**src/mcp_pkg.sv**
```systemverilog
// shared constants, types and the brightness table for the chromatic mandelbrot core
// no dependencies
package mcp_pkg;

  localparam int MAX_ITER   = 128;
  localparam int COORD_BITS = 10;
  localparam int CNT_W      = 8;
  localparam int ITER_W     = $clog2(MAX_ITER + 1);
  localparam int IDX_W      = $clog2(MAX_ITER);
  localparam int DATA_W     = 32;
  localparam int STEP_W     = 31;
  localparam int CFG_IDX_W  = 3;
  localparam int COLOR_W    = 16;

  localparam logic [DATA_W-1:0] FOUR_Q28 = 32'h4000_0000;

  localparam logic [DATA_W-1:0] MIN_REAL_RST = 32'hD800_0000;
  localparam logic [DATA_W-1:0] MIN_IMAG_RST = 32'hEC00_0000;
  localparam logic [STEP_W-1:0] REAL_STEP_RST = 31'd2936013;
  localparam logic [STEP_W-1:0] IMAG_STEP_RST = 31'd2796203;
  localparam logic [STEP_W-1:0] CH_OFFSET_RST = 31'd968884;

  typedef enum logic [CFG_IDX_W-1:0] {
    REG_MIN_REAL  = 3'd0,
    REG_MIN_IMAG  = 3'd1,
    REG_REAL_STEP = 3'd2,
    REG_IMAG_STEP = 3'd3,
    REG_CH_OFFSET = 3'd4
  } cfg_reg_e;

  typedef logic [7:0] bright_lut_t [MAX_ITER];

  // largest k with k*k*max <= n*255*255
  function automatic bright_lut_t build_bright_lut();
    bright_lut_t lut;
    int          k;
    for (int n = 0; n < MAX_ITER; n++) begin
      k = 0;
      for (int j = 1; j < 256; j++) begin
        if (j * j * MAX_ITER <= n * 65025) begin
          k = j;
        end
      end
      lut[n] = 8'(k);
    end
    return lut;
  endfunction

  localparam bright_lut_t BRIGHT_LUT = build_bright_lut();

endpackage

```
**src/mcp_pix_if.sv**
```systemverilog
// pixel coordinate channel, valid/ready handshake
// depends on mcp_pkg
interface mcp_pix_if;
  logic                             valid;
  logic                             ready;
  logic [mcp_pkg::COORD_BITS-1:0]   pixel_x;
  logic [mcp_pkg::COORD_BITS-1:0]   pixel_y;

  modport source (output valid, pixel_x, pixel_y, input ready);
  modport sink   (input valid, pixel_x, pixel_y, output ready);
endinterface

```
**src/mcp_res_if.sv**
```systemverilog
// colour result channel, valid/ready handshake
// depends on mcp_pkg
interface mcp_res_if;
  logic                          valid;
  logic                          ready;
  logic [mcp_pkg::COLOR_W-1:0]   pixel_color;
  logic [mcp_pkg::CNT_W-1:0]     red_count;
  logic [mcp_pkg::CNT_W-1:0]     green_count;
  logic [mcp_pkg::CNT_W-1:0]     blue_count;

  modport source (output valid, pixel_color, red_count, green_count, blue_count, input ready);
  modport sink   (input valid, pixel_color, red_count, green_count, blue_count, output ready);
endinterface

```
**src/mandelbrot_chromatic_pixel_core.sv**
```systemverilog
// top level: config registers, sequencer, escape-time datapath and output register
// depends on mcp_pkg, mcp_pix_if, mcp_res_if, mcp_mul, mcp_colour
//
// One pixel word in, one colour word out. All products go through a single 32x32
// multiplier with a registered output, so an escape iteration steps through zr^2,
// zi^2, zr*zi, then compare and update. A pixel passes the set-up states S_XMUL,
// S_YMUL and S_CI, then for each of the three channels the channel set-up state S_CH
// and its escape iterations, then S_DONE, which loads the output register.
// pix_i.ready is high only between pixels; a finished result waits in the output
// register while the next pixel is taken.
module mandelbrot_chromatic_pixel_core (
  input  logic                               clk_i,
  input  logic                               rst_ni,
  mcp_pix_if.sink                            pix_i,
  mcp_res_if.source                          res_o,
  input  logic                               cfg_we_i,
  input  logic [mcp_pkg::CFG_IDX_W-1:0]      cfg_idx_i,
  input  logic [mcp_pkg::DATA_W-1:0]         cfg_data_i
);

  localparam int DW = mcp_pkg::DATA_W;
  localparam int IW = mcp_pkg::ITER_W;

  typedef enum logic [3:0] {
    S_IDLE, S_XMUL, S_YMUL, S_CI, S_CH, S_RR, S_II, S_RI, S_UPD, S_DONE
  } state_e;

  typedef enum logic [1:0] {
    CH_RED   = 2'd0,
    CH_GREEN = 2'd1,
    CH_BLUE  = 2'd2
  } ch_e;

  state_e state_q;
  ch_e    ch_q;

  logic [DW-1:0]                  min_real_q, min_imag_q;
  logic [mcp_pkg::STEP_W-1:0]     real_step_q, imag_step_q, ch_off_q;

  logic [mcp_pkg::COORD_BITS-1:0] x_q, y_q;
  logic [DW-1:0]                  cr_base_q, ci_q, cr_q;
  logic [DW-1:0]                  zr_q, zi_q, zr2_q, zi2_q;
  logic [IW-1:0]                  n_q;
  logic [IW-1:0]                  red_n_q, green_n_q, blue_n_q;

  logic                           out_valid_q;
  logic [mcp_pkg::COLOR_W-1:0]    color_q;
  logic [mcp_pkg::CNT_W-1:0]      red_cnt_q, green_cnt_q, blue_cnt_q;

  logic signed [DW-1:0]           mul_a, mul_b;
  logic signed [2*DW-1:0]         prod;
  logic                           mul_en;
  logic [DW-1:0]                  prod_q28, prod_q27, prod_lo;
  logic [DW-1:0]                  mag_sum, ch_off_ext;
  logic                           escaped, at_limit;
  logic [IW-1:0]                  fin_n;
  logic [mcp_pkg::COLOR_W-1:0]    color;

  // config registers
  always_ff @(posedge clk_i or negedge rst_ni) begin
    if (!rst_ni) begin
      min_real_q  <= mcp_pkg::MIN_REAL_RST;
      min_imag_q  <= mcp_pkg::MIN_IMAG_RST;
      real_step_q <= mcp_pkg::REAL_STEP_RST;
      imag_step_q <= mcp_pkg::IMAG_STEP_RST;
      ch_off_q    <= mcp_pkg::CH_OFFSET_RST;
    end else if (cfg_we_i) begin
      unique case (cfg_idx_i)
        mcp_pkg::REG_MIN_REAL:  min_real_q  <= cfg_data_i;
        mcp_pkg::REG_MIN_IMAG:  min_imag_q  <= cfg_data_i;
        mcp_pkg::REG_REAL_STEP: real_step_q <= cfg_data_i[mcp_pkg::STEP_W-1:0];
        mcp_pkg::REG_IMAG_STEP: imag_step_q <= cfg_data_i[mcp_pkg::STEP_W-1:0];
        mcp_pkg::REG_CH_OFFSET: ch_off_q    <= cfg_data_i[mcp_pkg::STEP_W-1:0];
        default: ;
      endcase
    end
  end

  // operand select for the shared multiplier
  always_comb begin
    mul_a  = '0;
    mul_b  = '0;
    mul_en = 1'b0;
    unique case (state_q)
      S_XMUL: begin
        mul_a  = signed'(DW'(x_q));
        mul_b  = signed'(DW'(real_step_q));
        mul_en = 1'b1;
      end
      S_YMUL: begin
        mul_a  = signed'(DW'(y_q));
        mul_b  = signed'(DW'(imag_step_q));
        mul_en = 1'b1;
      end
      S_RR: begin
        mul_a  = signed'(zr_q);
        mul_b  = signed'(zr_q);
        mul_en = 1'b1;
      end
      S_II: begin
        mul_a  = signed'(zi_q);
        mul_b  = signed'(zi_q);
        mul_en = 1'b1;
      end
      S_RI: begin
        mul_a  = signed'(zr_q);
        mul_b  = signed'(zi_q);
        mul_en = 1'b1;
      end
      default: ;
    endcase
  end

  mcp_mul u_mul (
    .clk_i (clk_i),
    .en_i  (mul_en),
    .a_i   (mul_a),
    .b_i   (mul_b),
    .p_o   (prod)
  );

  assign prod_q28   = prod[DW+27:28];
  assign prod_q27   = prod[DW+26:27];
  assign prod_lo    = prod[DW-1:0];
  assign ch_off_ext = DW'(ch_off_q);
  assign mag_sum    = zr2_q + zi2_q;
  assign escaped    = signed'(mag_sum) > signed'(mcp_pkg::FOUR_Q28);
  assign at_limit   = (n_q == IW'(mcp_pkg::MAX_ITER - 1));
  assign fin_n      = escaped ? n_q : n_q + IW'(1);

  mcp_colour u_colour (
    .red_n_i   (red_n_q),
    .green_n_i (green_n_q),
    .blue_n_i  (blue_n_q),
    .color_o   (color)
  );

  always_ff @(posedge clk_i or negedge rst_ni) begin
    if (!rst_ni) begin
      state_q     <= S_IDLE;
      ch_q        <= CH_RED;
      out_valid_q <= 1'b0;
      x_q         <= '0;
      y_q         <= '0;
      cr_base_q   <= '0;
      ci_q        <= '0;
      cr_q        <= '0;
      zr_q        <= '0;
      zi_q        <= '0;
      zr2_q       <= '0;
      zi2_q       <= '0;
      n_q         <= '0;
      red_n_q     <= '0;
      green_n_q   <= '0;
      blue_n_q    <= '0;
      color_q     <= '0;
      red_cnt_q   <= '0;
      green_cnt_q <= '0;
      blue_cnt_q  <= '0;
    end else begin
      if (state_q == S_DONE && (!out_valid_q || res_o.ready)) begin
        out_valid_q <= 1'b1;
      end else if (out_valid_q && res_o.ready) begin
        out_valid_q <= 1'b0;
      end
      unique case (state_q)
        S_IDLE: begin
          if (pix_i.valid) begin
            x_q     <= pix_i.pixel_x;
            y_q     <= pix_i.pixel_y;
            state_q <= S_XMUL;
          end
        end
        S_XMUL: begin
          state_q <= S_YMUL;
        end
        S_YMUL: begin
          cr_base_q <= min_real_q + prod_lo;
          ch_q      <= CH_RED;
          state_q   <= S_CI;
        end
        S_CI: begin
          ci_q    <= min_imag_q + prod_lo;
          state_q <= S_CH;
        end
        S_CH: begin
          zr_q <= '0;
          zi_q <= '0;
          n_q  <= '0;
          unique case (ch_q)
            CH_RED:   cr_q <= cr_base_q - ch_off_ext;
            CH_GREEN: cr_q <= cr_base_q;
            CH_BLUE:  cr_q <= cr_base_q + ch_off_ext;
            default: ;
          endcase
          state_q <= S_RR;
        end
        S_RR: begin
          state_q <= S_II;
        end
        S_II: begin
          zr2_q   <= prod_q28;
          state_q <= S_RI;
        end
        S_RI: begin
          zi2_q   <= prod_q28;
          state_q <= S_UPD;
        end
        S_UPD: begin
          if (escaped || at_limit) begin
            unique case (ch_q)
              CH_RED:   red_n_q   <= fin_n;
              CH_GREEN: green_n_q <= fin_n;
              CH_BLUE:  blue_n_q  <= fin_n;
              default: ;
            endcase
            if (ch_q == CH_BLUE) begin
              state_q <= S_DONE;
            end else begin
              ch_q    <= (ch_q == CH_RED) ? CH_GREEN : CH_BLUE;
              state_q <= S_CH;
            end
          end else begin
            zi_q    <= prod_q27 + ci_q;
            zr_q    <= zr2_q - zi2_q + cr_q;
            n_q     <= n_q + IW'(1);
            state_q <= S_RR;
          end
        end
        S_DONE: begin
          if (!out_valid_q || res_o.ready) begin
            color_q     <= color;
            red_cnt_q   <= mcp_pkg::CNT_W'(red_n_q);
            green_cnt_q <= mcp_pkg::CNT_W'(green_n_q);
            blue_cnt_q  <= mcp_pkg::CNT_W'(blue_n_q);
            state_q     <= S_IDLE;
          end
        end
        default: state_q <= S_IDLE;
      endcase
    end
  end

  assign pix_i.ready       = (state_q == S_IDLE);
  assign res_o.valid       = out_valid_q;
  assign res_o.pixel_color = color_q;
  assign res_o.red_count   = red_cnt_q;
  assign res_o.green_count = green_cnt_q;
  assign res_o.blue_count  = blue_cnt_q;

endmodule

```
**src/mcp_mul.sv**
```systemverilog
// shared signed 32x32 multiplier with registered full product
// depends on mcp_pkg
module mcp_mul (
  input  logic                              clk_i,
  input  logic                              en_i,
  input  logic signed [mcp_pkg::DATA_W-1:0] a_i,
  input  logic signed [mcp_pkg::DATA_W-1:0] b_i,
  output logic signed [2*mcp_pkg::DATA_W-1:0] p_o
);

  logic signed [2*mcp_pkg::DATA_W-1:0] p_q;

  always_ff @(posedge clk_i) begin
    if (en_i) begin
      p_q <= a_i * b_i;
    end
  end

  assign p_o = p_q;

endmodule

```
**src/mcp_colour.sv**
```systemverilog
// iteration counts to rgb565 via the brightness table and channel scaling
// depends on mcp_pkg
module mcp_colour (
  input  logic [mcp_pkg::ITER_W-1:0]  red_n_i,
  input  logic [mcp_pkg::ITER_W-1:0]  green_n_i,
  input  logic [mcp_pkg::ITER_W-1:0]  blue_n_i,
  output logic [mcp_pkg::COLOR_W-1:0] color_o
);

  logic [7:0] r_br, g_br, b_br;
  logic [7:0] r_sc, g_sc, b_sc;

  function automatic logic [7:0] bright(input logic [mcp_pkg::ITER_W-1:0] n);
    logic [7:0] v;
    if (n >= mcp_pkg::ITER_W'(mcp_pkg::MAX_ITER)) begin
      v = 8'd0;
    end else begin
      v = mcp_pkg::BRIGHT_LUT[n[mcp_pkg::IDX_W-1:0]];
    end
    return v;
  endfunction

  assign r_br = bright(red_n_i);
  assign g_br = bright(green_n_i);
  assign b_br = bright(blue_n_i);

  assign r_sc = {r_br[6:0], 1'b0} + r_br;
  assign g_sc = {g_br[6:0], 1'b0};
  assign b_sc = {b_br[5:0], 2'b00};

  assign color_o = {r_sc[7:3], g_sc[7:2], b_sc[7:3]};

endmodule

```
**src/flat_wrapper.sv**
```systemverilog
// flat-port wrapper written by rule: the top's interface ports become plain ports
module mandelbrot_chromatic_pixel_core_flat 
  (clk_i, rst_ni, cfg_we_i, cfg_idx_i, cfg_data_i, pix_i_valid, pix_i_pixel_x, pix_i_pixel_y, pix_i_ready, res_o_valid, res_o_pixel_color, res_o_red_count, res_o_green_count, res_o_blue_count, res_o_ready);
  mcp_pix_if pix_i_i ();
  mcp_res_if res_o_i ();
  input  logic clk_i;
  input  logic rst_ni;
  input  logic cfg_we_i;
  input  logic [mcp_pkg::CFG_IDX_W-1:0] cfg_idx_i;
  input  logic [mcp_pkg::DATA_W-1:0] cfg_data_i;
  input wire logic [$bits(pix_i_i.valid)-1:0] pix_i_valid;
  input wire logic [$bits(pix_i_i.pixel_x)-1:0] pix_i_pixel_x;
  input wire logic [$bits(pix_i_i.pixel_y)-1:0] pix_i_pixel_y;
  output wire logic [$bits(pix_i_i.ready)-1:0] pix_i_ready;
  output wire logic [$bits(res_o_i.valid)-1:0] res_o_valid;
  output wire logic [$bits(res_o_i.pixel_color)-1:0] res_o_pixel_color;
  output wire logic [$bits(res_o_i.red_count)-1:0] res_o_red_count;
  output wire logic [$bits(res_o_i.green_count)-1:0] res_o_green_count;
  output wire logic [$bits(res_o_i.blue_count)-1:0] res_o_blue_count;
  input wire logic [$bits(res_o_i.ready)-1:0] res_o_ready;
  assign pix_i_i.valid = pix_i_valid;
  assign pix_i_i.pixel_x = pix_i_pixel_x;
  assign pix_i_i.pixel_y = pix_i_pixel_y;
  assign pix_i_ready = pix_i_i.ready;
  assign res_o_valid = res_o_i.valid;
  assign res_o_pixel_color = res_o_i.pixel_color;
  assign res_o_red_count = res_o_i.red_count;
  assign res_o_green_count = res_o_i.green_count;
  assign res_o_blue_count = res_o_i.blue_count;
  assign res_o_i.ready = res_o_ready;
  mandelbrot_chromatic_pixel_core u_core (.clk_i(clk_i), .rst_ni(rst_ni), .pix_i(pix_i_i), .res_o(res_o_i), .cfg_we_i(cfg_we_i), .cfg_idx_i(cfg_idx_i), .cfg_data_i(cfg_data_i));
endmodule
```
**config.mk**
```make
export PLATFORM = sky130hd
export DESIGN_NAME = mandelbrot_chromatic_pixel_core_flat
export DESIGN_NICKNAME = d
export VERILOG_FILES = /design/src/mcp_pkg.sv /design/src/mcp_pix_if.sv /design/src/mcp_res_if.sv /design/src/mandelbrot_chromatic_pixel_core.sv /design/src/mcp_mul.sv /design/src/mcp_colour.sv /design/src/flat_wrapper.sv
export SDC_FILE = /design/constraint.sdc
export NUM_CORES = 2
export LEC_CHECK = 0
export ABC_AREA = 1
export BUFFER_PORTS_ARGS = -buffer_cell sky130_fd_sc_hd__buf_2
export CAP_MARGIN = 30
export CORE_UTILIZATION = 30
export CTS_CLUSTER_SIZE = 8
export DETAILED_ROUTE_END_ITERATION = 10
export GPL_TIMING_DRIVEN = 0
export REMOVE_ABC_BUFFERS = 1
export SYNTH_ARGS = -nofsm -noshare
export SYNTH_HDL_FRONTEND = slang
export SYNTH_SLANG_ARGS = --single-unit
```
**constraint.sdc**
```tcl
create_clock -name clk_i -period 7.95 [get_ports clk_i]
set_clock_uncertainty 0.1 [all_clocks]
set_input_delay 0 -clock clk_i [delete_from_list [all_inputs] [get_ports clk_i]]
set_output_delay 0 -clock clk_i [all_outputs]
set_load 0.02 [all_outputs]
```
==> results.sh <==
export IMPL_synth_edff_count=60
export IMPL_wl_per_cell_microns=22.3
export IMPL_tritoncts="built"
export IMPL_switchingPower_uw=2340
export IMPL_syn_mean_instance_area_sq_um=8.01
export IMPL_dpl_cell_area_sq_um=76200
export IMPL_utilization_pct=37.3
export IMPL_swShare_pct=30.6
export IMPL_fp_row_count=177
export IMPL_crit_type="flip-flop to flip-flop"
export IMPL_cp_required_ns=8.27
export IMPL_drtAntennaViolNets=0
export IMPL_layout_common_cells="1717 x nand2_1, 1630 x inv_1, 1000 x fa_1, 834 x nor2_1, 552 x o21ai_0"
export IMPL_dieWidth_microns=487
export IMPL_pre_cts_ws_ns=-3.17
export IMPL_worst_setup_path_end_kind="flip-flop"
export IMPL_fin_crit_sh_pct=110
export IMPL_grt_setup_unrepaired="true"
export IMPL_drc=0
export IMPL_ys_warn_count=0
export IMPL_ir_drop_uv=180
export IMPL_gp_congestion=0.964
export IMPL_vias=63869
export IMPL_pwr_density_cell_nw_per_um2=87.8
export IMPL_crit_arrival_ns=9.05
export IMPL_grt_util_all_layers_pct=23.0
export IMPL_seq_area_frac_synth_pct=19.6
export IMPL_hold_viol=0
export IMPL_failed_checks="setup timing"
export IMPL_grt_overflow_total=0
export IMPL_port_buffers=101
export IMPL_max_cap_violations=0
export IMPL_grt_max_degree=119
export IMPL_clockPowerShare_pct=42.3
export IMPL_nets=10861
export IMPL_yosys_cell_types_count=59
export IMPL_clock_path_buffers=3
export IMPL_crit_family="adder cells"
export IMPL_max_freq_mhz=115
export IMPL_async_flop_share_pct=88.9
export IMPL_clk_latency_ns=0.70
export IMPL_hp_class="input pin to flip-flop"
export IMPL_p_leak_uw=0.0418
export IMPL_cts_num_sinks=540
export IMPL_power_total_uw=7640
export IMPL_core_sq_um=233000
export IMPL_cts_root_buf="clkbuf_16"
export IMPL_start_kind="flip-flop"
export IMPL_syn_inst=8812
export IMPL_stdcell_count=12478
export IMPL_initial_core_util_pct=30.3
export IMPL_slew_violations=0
export IMPL_drt_initial_drc_count=5812
export IMPL_io_pins=102
export IMPL_wl_microns=278000
export IMPL_worst_path_most_repeated_cell="fa_1"
export IMPL_htreeDepth=3
export IMPL_cts_buffers=78
export IMPL_dpl_cell_count=11827
export IMPL_synth_area_sq_um=70600
export IMPL_power_frac_comb_pct=17.2
export IMPL_intPower_uw=5310
export IMPL_die_area_sq_um=237000
export IMPL_slew_headroom_pct=32.8
export IMPL_dpl_hpwl_microns=202000
export IMPL_critPathBufInv=9
export IMPL_cpPeakStageDelay_ns=0.59
export IMPL_synth_main_ff_cell="dfrtp_1"
export IMPL_final_common_cell="nand2_1"
export IMPL_setup_ws_ns=-0.777
export IMPL_setup_violations=39
export IMPL_worst_pin_slew_ns=1.01
export IMPL_cp_slowest_cell="fa_2"
export IMPL_grt_first_pass_wirelength_microns=409000
export IMPL_run_status="finished, violations left"
export IMPL_die_height_microns=487
export IMPL_viasPerCell=5.12
export IMPL_design_area_sq_um=87000
export IMPL_firstDrtPassIters=7
export IMPL_antenna_found_initial=16
export IMPL_ys_ff_latch=540
export IMPL_drive_above_1_share_pct=15.0
export IMPL_grt_pass1_vias=64749
export IMPL_area_growth_pct=23.3
export IMPL_path_clk_slew_ns=0.06
export IMPL_seqPwrFrac_pct=40.5
export IMPL_crit_fanout=19
export IMPL_min_period_ns=8.73
-- power groups by stage --
stage	Combinational, uW	Clock (uW)	Sequential, uW
6_report	1310	3230	3100
4_1_cts	1300	3280	3090
3_5_place_dp	1260	0	3140
2_1_floorplan	867	0	3110
5_1_grt	1470	3390	3110
3_3_place_gp	1230	0	3130
-- per-stage QoR --
step,hold slack (ns),TNS [ns]
6_report,0.0450,-20.90
3_3_place_gp,0.115,-1825.63
4_1_cts,0.0188,-18.26
2_1_floorplan,-0.396,-112.96
3_5_place_dp,-0.202,-112.74
5_1_grt,0.0458,-28.28
-- kinds of logic (layout without fill, tap and decap cells) --
group	count (synthesis)	after routing	share of synthesized area, %
adder cells (fa/ha/maj)	1506	1506	38.1
flip-flops	540	540	19.6
buffers and inverters	2050	2569	11.0
other	0	3	0
AND/OR/NAND/NOR	3188	3200	18.1
XOR/XNOR	217	217	2.69
multiplexers	2	2	0.0319
AO/OA/AOI/OAI	1309	1309	10.4
-- routing by layer --
layer  part of all wire, %  track usage (%)  wire (microns)
met1                    40             29.1          110000
met2                    45             36.4          124000
met3                   9.5             5.22           26500
met4                   6.3             12.1           17500
met5                 0.041                0             113
-- cell usage after synthesis, types with 65 or more instances --
cell	instances	area, sq um
a21oi_1	353	1770
clkbuf_1	267	1000
dfrtp_1	437	10900
fa_1	1073	21500
ha_1	433	5420
inv_1	1701	6380
nand2_1	1784	6700
nand3_1	233	1170
nor2_1	963	3610
o21ai_0	579	2900
o22ai_1	65	407
xnor2_1	86	753
xor2_1	131	1150
-- registers in the layout, indices dropped and copies added (netlist names), 32 cells and up --
name               cells
u_core.u_mul.p_o      60
u_core.ci_q           32
u_core.cr_base_q      32
u_core.cr_q           32
u_core.min_imag_q     32
u_core.min_real_q     32
u_core.zi2_q          32
u_core.zi_q           32
u_core.zr2_q          32
u_core.zr_q           32
-- cell type report --
class                   count  area (sq um)
repair inverters            9          80.1
flip-flops and latches    540         13900
well taps                3132          3920
repair buffers            692          7610
clock inverters             9           206
fillers                 23248        146000
clock buffers             119          2130
inverters                1740          6930
diodes                      3          7.51
multi-input cells        6234         52300
-- what timing repair did --
item                                    in CTS  in global routing
endpoints found under the hold margin      438                  0
endpoints found under the setup margin      51                 43
resized for setup                          492                348
pin swaps                                  161                185
hold buffers                                85                  0
setup buffers                              299                104
cloned                                      33                  3
-- worst reg2reg max path: cells and delay by family (launching register included) --
kind / cells / cell delay [ns]
adder cells (fa/ha/maj): 9 / 4.46
AND/OR/NAND/NOR: 13 / 1.60
flip-flops: 1 / 0.44
buffers and inverters: 9 / 1.19
AO/OA/AOI/OAI: 4 / 0.66
-- worst paths after layout --
check | startpoint | to | slack [ns] | cells after the start
min | pix_i_pixel_y[1] | u_core.y_q[1]$_DFFE_PN0P_ | 0.05 | 4
max in group asynchronous | rst_ni | u_core.real_step_q[9]$_DFFE_PN0P_ | 6.07 | 5
max reg2reg | u_core.state_q[3]$_DFFE_PN0P_ | u_core.u_mul.p_o[56]$_DFFE_PP_ | -0.78 | 35
min reg2reg | u_core.res_o.pixel_color[0]$_DFFE_PN0P_ | u_core.res_o.pixel_color[0]$_DFFE_PN0P_ | 0.37 | 2
max | u_core.state_q[3]$_DFFE_PN0P_ | u_core.u_mul.p_o[56]$_DFFE_PP_ | -0.78 | 35
min in group asynchronous | rst_ni | u_core.res_o.pixel_color[10]$_DFFE_PN0P_ | 0.37 | 4
No activity file was read; power rests on OpenSTA's default activity.
